$ cat src/rtl/clbt_ram.sv
// simple dual port ram with registered read
`timescale 1ns / 1ps

module clbt_ram #(
   parameter int WIDTH = 8,
   parameter int DEPTH = 16
) (
   input  logic                     clock,
   input  logic                     we,
   input  logic [$clog2(DEPTH)-1:0] waddr,
   input  logic [WIDTH-1:0]         wdata,
   input  logic [$clog2(DEPTH)-1:0] raddr,
   output logic [WIDTH-1:0]         rdata
);

   logic [WIDTH-1:0] mem_ff [DEPTH];
   logic [WIDTH-1:0] rdata_ff;

   always_ff @(posedge clock) begin
      if (we) begin
         mem_ff[waddr] <= wdata;
      end
      rdata_ff <= mem_ff[raddr];
   end

   assign rdata = rdata_ff;

endmodule

$ cat config.mk
export PLATFORM = sky130hd
export DESIGN_NAME = clbt_ram
export DESIGN_NICKNAME = d
export VERILOG_FILES = /design/src/rtl/clbt_ram.sv
export SDC_FILE = /design/constraint.sdc
export NUM_CORES = 1
export LEC_CHECK = 0
export ABC_AREA = 1
export BUFFER_PORTS_ARGS = -buffer_cell sky130_fd_sc_hd__buf_2
export CAP_MARGIN = 40
export CORE_MARGIN = 4
export CORE_UTILIZATION = 35
export DETAILED_ROUTE_END_ITERATION = 16
export SYNTH_ARGS = -nofsm -noshare
export SYNTH_HDL_FRONTEND = slang
export SYNTH_SLANG_ARGS = --single-unit
$ cat constraint.sdc
create_clock -name clock -period 1.5 [get_ports clock]
set_clock_uncertainty 0.15 [all_clocks]
set_input_delay 0.075 -clock clock [delete_from_list [all_inputs] [get_ports clock]]
set_output_delay 0.075 -clock clock [all_outputs]
set_load 0.005 [all_outputs]
# [Yosys cells after proc, flatten, opt, wreduce, memory -nomap -nowiden]
# Memories as Yosys holds them, arrays and structs flattened. A register that Yosys moved wholly into a read port is not among the register bits.
# Cells that the tools add are included.
[op_classes] mux=2 bitwise=0 n_mul=0 addsub=0 n_reduce_logical=0 div=0 n_shift=0 n_lt_le_gt_ge=0 n_eq_ne=0
[ops] cell="1-bit two-way mux" count=2
[totals] reg_bits=0 inputBits=18 latchBits=0 ram_bits=128 mem_bits_ro=0 wordCells=3 memories=1 output_inout_bits=8
[memory_table] name="mem_ff" depth=16 word_bits=8 rd=1 rd_clocked_by_memory_dff=1 write_ports=1 line_no="16" rtl="logic [WIDTH-1:0] mem_ff [DEPTH];"

# [Logic depth before layout (Yosys ltp)]
# Gate-level depths: netlist of the first run.
[logic_depth] depth_word=2 mapped_depth=8 depth_no_buf=7

# [Least setup slack after synthesis of the first run]
# OpenSTA, ideal clock, no wires.
[synth_path] kind="input-to-reg" startpoint="in waddr[2]" endpoint="mem mem_ff[10][0], enable pin" path_buffers=0 setup_slack_ps=324 arrival_ps=656 required_ps=980 path_stages=2 setup_time_ps=370 cell_sequence="nand3b_1 nor2_1"
[synth_lines] item="from (decl)" line_no="10" rtl="input logic [$clog2(DEPTH)-1:0] waddr,"
[synth_lines] item="to (decl)" line_no="16"
# No word-level cell before the write port.

==> results of run 1 <==
## registers in the layout, indices dropped and copies added, names as in the netlist
register and flops:
mem_ff 128, rdata 8
## through the flow
step / area [um2] / std cells / utilization, % / hold WS [ps] / power [mW]
3_5_place_dp: 6220 / 791 / 38.9 / 298 / 4.88
6_report: 6910 / 833 / 43.2 / 131 / 9.02
3_3_place_gp: 6220 / 791 / 38.9 / 306 / 4.87
4_1_cts: 6910 / 833 / 43.2 / 131 / 9.09
5_1_grt: 6910 / 833 / 43.2 / 178 / 9.32
2_1_floorplan: 5770 / 551 / - / 23.9 / 4.65
## layout make-up
| class | count | area, um2 |
|---|---|---|
| clock buffers | 21 | 440 |
| clock inverters | 11 | 154 |
| fillers | 1524 | 9090 |
| inverters | 102 | 383 |
| multi-input cells | 289 | 1210 |
| flip-flops and latches | 136 | 4000 |
| well taps | 216 | 270 |
| repair buffers | 58 | 448 |
## routing by layer
layer | part of all wire (%) | global-route usage, %
met1 | 44 | 20.2
met2 | 47 | 24.2
met3 | 5.6 | 3.18
met4 | 2.6 | 6.66
met5 | 0 | 0
## worst max-delay path, stage by stage
cell and delay [ps]:
dlygate4sd3_1 530, buf_2 150, inv_1 60, buf_4 240, nand3_1 130, nand3_1 120
nand2_1 60
## cells in the mapped netlist
cell type / n / area [um2]
inv_2: 2 / 7.51
buf_4: 4 / 30.0
buf_2: 13 / 65.1
nand3_1: 97 / 485
nand2_1: 173 / 649
dfxtp_1: 8 / 160
nand3b_1: 2 / 15.0
buf_6: 6 / 67.6
inv_1: 100 / 375
edfxtp_1: 128 / 3840
buf_1: 1 / 3.75
nor2_1: 17 / 63.8
## report_power, final
group	internal, mW	switching (mW)	total, mW
logic	0.182	0.357	0.539
registers	4.25	0.0291	4.28
clock network	2.75	1.45	4.20
## worst min path at each step
stage	from	to	depth (start not counted)	slack [ps]
6_report	raddr[1]	rdata[1]$_DFF_P_	7	130
5_1_grt	waddr[1]	mem_ff[3][4]$_DFFE_PP_	4	180
4_1_cts	raddr[1]	rdata[7]$_DFF_P_	7	130
3_5_place_dp	raddr[2]	rdata[5]$_DFF_P_	4	300
3_3_place_gp	rdata[1]$_DFF_P_	rdata[1]	1	310
2_1_floorplan	wdata[0]	mem_ff[0][0]$_DFFE_PP_	0	20
## cells by family (layout without fill, tap and decap cells)
kind of cell | after synthesis | after routing | share of synthesized area (%)
buffers and inverters | 126 | 192 | 9.52
DFF | 136 | 136 | 69.4
and+or+nand+nor | 289 | 289 | 21.0
==> run summary, run 1 <==
Site Rows -> 46
most frequent cells in the layout -> nand2_1 (173), edfxtp_1 (128), inv_1 (100)
Post-DRT Antenna Nets -> 0
Worst Setup SP -> raddr[2]
Post-Synthesis Cells -> 551
Layout area overhead -> 19.9%
width of the die -> 136 um
clk_lat worst skew -> 420 ps
share of layout cells above drive strength 1 -> 12.2%
drt initial violations -> 479
Netlist Area Pre-Place -> 5770 um2
worst hold path class -> input pin to register
initial antenna violation count -> 0
R2R Path End -> rdata[6]$_DFF_P_
CP required -> 1660 ps
Boundary Pins -> 26
hold_buf cts -> 10
outcome -> completed
via count -> 3859
root buffer cell -> clkbuf_16
Tcrit/Tclk final -> 80.4%
total core area -> 16000 um2
Seq/Total Area, Yosys -> 69.4%
r2r setup slk -> 340 ps
worst-margin pin slew -> 424 ps
TritonCTS clock tree -> done
Post-CTS Resized -> 0
reg2reg path depth -> 6
H-Tree Depth -> 4
Power Dens Cells -> 1310 nW/um2
gpl congestion -> 0.824
setup TNS -> 0 ps
die height -> 136 um
Total Routing Usage GR -> 15.2%
clock-pin slew on the worst setup and hold paths -> 50 ps
Fmax -> 0.830 GHz
Max transition margin -> 71.7%
antenna diode count -> 0
Max VDD drop -> 0.702 mV
Die Area -> 18600 um2
DP HPWL -> 8.16 mm
library cells used by synthesis -> 12
Net Count, Synth -> 569
time the worst path needs with I/O delays and setup -> 1210 ps
synthesized flop and latch total -> 136
DR vias/cell -> 4.63
Yosys warnings -> 0
starting density of the core -> 36.0%
Leak Pwr -> 2.98 nW
max_cap viols -> 0
clock tree buffer depth -> 2
DRT Wirelength -> 13.3 mm
reg2reg start -> mem_ff[13][6]$_DFFE_PP_
DR WL/cell -> 16.0 um
Critical Path Sink -> rdata[3]$_DFF_P_
Port Buf Inserts -> 25
Critical Path End Type -> register
crit path launch type -> input pin
vias in the first global route -> 3650
# setup viols final -> 0
largest net degree at the start of global routing -> 65
RSZ-0062 raised after global routing -> false
WS Path Type -> input pin to register
Syn Area/Cell -> 10.5 um2
NumNets Final -> 622
clock sinks -> 136
# Post-CTS Setup Buffers -> 0
CTS Buf Count -> 17
CP Max Fanout -> 16
Pre-antenna DRT Iters -> 5
Slew Viols, Final -> 0
GRT overflow -> 0
final setup margin -> 295 ps
Crit path arrival time -> 1360 ps
final hold vios -> 0
DRC -> 0
Place WS -> 225 ps
first-pass GRT wire length -> 20.7 mm
most common cell after layout, fill and taps aside -> nand2_1
(Power assumes the default switching activity.)
==> inputs of run 2 (changes only) <==
clock period = 1.1 ns   (was 1.5 ns; I/O delays follow)
==> run summary, run 2 (same netlist as run 1, synthesis figures left out) <==
Int Pwr -> 9.65 mW (was 7.18 mW)
setup TNS -> -11.1 ps (was 0 ps)
failing checks -> negative setup slack
met1 WL -> 5.91 mm (was 5.90 mm)
Power Dens Cells -> 1700 nW/um2 (was 1310 nW/um2)
Port Buf Inserts -> 25 (unchanged)
vias in the first global route -> 3820 (was 3650)
DR WL/cell -> 15.9 um (was 16.0 um)
Boundary Pins -> 26 (unchanged)
RSZ-0062 raised after global routing -> true (was false)
worst-margin pin slew -> 409 ps (was 424 ps)
antenna diode count -> 0 (unchanged)
NumNets Final -> 630 (was 622)
clock tree buffer depth -> 2 (unchanged)
Post-Layout Cell Count -> 841 (was 833)
width of the die -> 136 um (unchanged)
Post-DP Area -> 6350 um2 (was 6220 um2)
largest net degree at the start of global routing -> 48 (was 65)
worst hold margin -> 18.2 ps (was 131 ps)
Max transition margin -> 72.7% (was 71.7%)
Crit path arrival time -> 1280 ps (was 1360 ps)
die height -> 136 um (unchanged)
Hold Path Stages -> 5 (was 7)
DP HPWL -> 8.66 mm (was 8.16 mm)
CP Max Fanout -> 1 (was 16)
Pre-antenna DRT Iters -> 5 (unchanged)
final setup margin -> -11.0 ps (was 295 ps)
final hold vios -> 0 (unchanged)
outcome -> complete, but fails checks (was completed)
root buffer cell -> clkbuf_16 (unchanged)
clk_lat worst skew -> 430 ps (was 420 ps)
initial antenna violation count -> 0 (unchanged)
DRT Wirelength -> 13.4 mm (was 13.3 mm)
Largest register FFs -> 128 (unchanged)
CTS Buf Count -> 17 (unchanged)
Die Area -> 18600 um2 (unchanged)
share of layout cells above drive strength 1 -> 22.4% (was 12.2%)
CP required -> 1270 ps (was 1660 ps)
DRC -> 0 (unchanged)
gpl congestion -> 0.869 (was 0.824)
Layout area overhead -> 26.2% (was 19.9%)
TritonCTS clock tree -> done (unchanged)
Slew Viols, Final -> 0 (unchanged)
most common cell after layout, fill and taps aside -> nand2_1 (unchanged)
worst hold path class -> input pin to register (unchanged)
reg2reg path depth -> 6 (unchanged)
Core Util, Final -> 45.5% (was 43.2%)
clock-pin slew on the worst setup and hold paths -> 60 ps (was 50 ps)
GRT overflow -> 0 (unchanged)
drt initial violations -> 377 (was 479)
# setup viols final -> 2 (was 0)
routed wl met2 -> 6.41 mm (was 6.32 mm)
H-Tree Depth -> 4 (unchanged)
Total Routing Usage GR -> 15.6% (was 15.2%)
Max VDD drop -> 1.07 mV (was 0.702 mV)
Critical Path End Type -> register (unchanged)
first-pass GRT wire length -> 21.2 mm (was 20.7 mm)
Final Cell Area -> 7280 um2 (was 6910 um2)
register with the most flip-flops -> mem_ff (unchanged)
Post-DRT Antenna Nets -> 0 (unchanged)
Sw Share -> 21.8% (was 20.4%)
clock sinks -> 136 (unchanged)
Site Rows -> 46 (unchanged)
Tcrit/Tclk final -> 101%
r2r setup slk -> -10 ps (was 340 ps)
met3 routed WL -> 807 um (was 747 um)
DR vias/cell -> 4.65 (was 4.63)
# placed instances -> 799 (was 791)
starting density of the core -> 36.0% (unchanged)
crit path launch type -> register (was input pin)
Fmax -> 0.900 GHz
time the worst path needs with I/O delays and setup -> 1110 ps
Flop pwr share -> 47.3% (was 47.4%)
Psw -> 2.69 mW (was 1.84 mW)
max_cap viols -> 0 (unchanged)
Leak Pwr -> 3.11 nW (was 2.98 nW)
via count -> 3909 (was 3859)
total core area -> 16000 um2 (unchanged)
WS Path Type -> register to register (was input pin to register)
most frequent cells in the layout -> nand2_1 (165), edfxtp_1 (128), inv_1 (97) (was nand2_1 (173), edfxtp_1 (128), inv_1 (100))
Highest Signal Layer -> met4 (unchanged)
clock network power share -> 45.6% (was 46.6%)
Gate power share -> 7.2% (was 6.0%)
==> run 2: layout make-up <==
class / count / area [um2]
repair buffers: 66 / 587
clock inverters: 13 / 154
fillers: 1507 / 8720
flip-flops and latches: 136 / 4010
well taps: 216 / 270
clock buffers: 19 / 433
multi-input cells: 289 / 1440
inverters: 102 / 387
==> run 2: critical path, stage by stage, from the launching register on <==
cell	delay [ps]
edfxtp_1	370
nand2_1	100
nand2_1	70
nand2_1	90
nand3_2	100
nand3_2	80
nand2_2	50
==> run 2: path summary, 6_finish.rpt <==
path | from | to
min | raddr[2] | rdata[5]$_DFF_P_
max | mem_ff[11][3]$_DFFE_PP_ | rdata[3]$_DFF_P_
min reg2reg | mem_ff[14][4]$_DFFE_PP_ | rdata[4]$_DFF_P_
max reg2reg | mem_ff[11][3]$_DFFE_PP_ | rdata[3]$_DFF_P_
==> run 2: repair_timing <==
| item | 4_1_cts | 5_1_grt |
|---|---|---|
| setup buffers | 0 | 1 |
| endpoints found under the setup margin | 8 | 9 |
| hold buffers | 9 | 0 |
| hold endpoints to repair | 136 | 0 |
| pin swaps | 3 | 24 |
| resized for setup | 17 | 35 |
==> run 2: per-stage QoR <==
step / setup WS, ps / power [mW]
floorplan: -55.8 / 6.34
global placement: -177 / 6.69
detailed placement: -192 / 6.70
CTS: -1.33 / 12.4
global route: -62.6 / 12.8
finish: -11.0 / 12.3
==> run 2: layer usage <==
metal  vias to the layer above  global-route usage [%]
li1                       1900                       -
met1                      1849                    21.3
met2                       132                    23.9
met3                        28                    3.89
met4                         0                    5.94
met5                         -                       0
==> run 2: power groups by stage <==
| stage | clock [mW] | combinational, mW | sequential (mW) |
|---|---|---|---|
| 4_1_cts | 5.70 | 0.823 | 5.83 |
| 5_1_grt | 5.93 | 0.980 | 5.84 |
| 2_1_floorplan | 0 | 0.412 | 5.93 |
| 3_3_place_gp | 0 | 0.761 | 5.93 |
| 3_5_place_dp | 0 | 0.768 | 5.94 |
| 6_report | 5.62 | 0.886 | 5.83 |
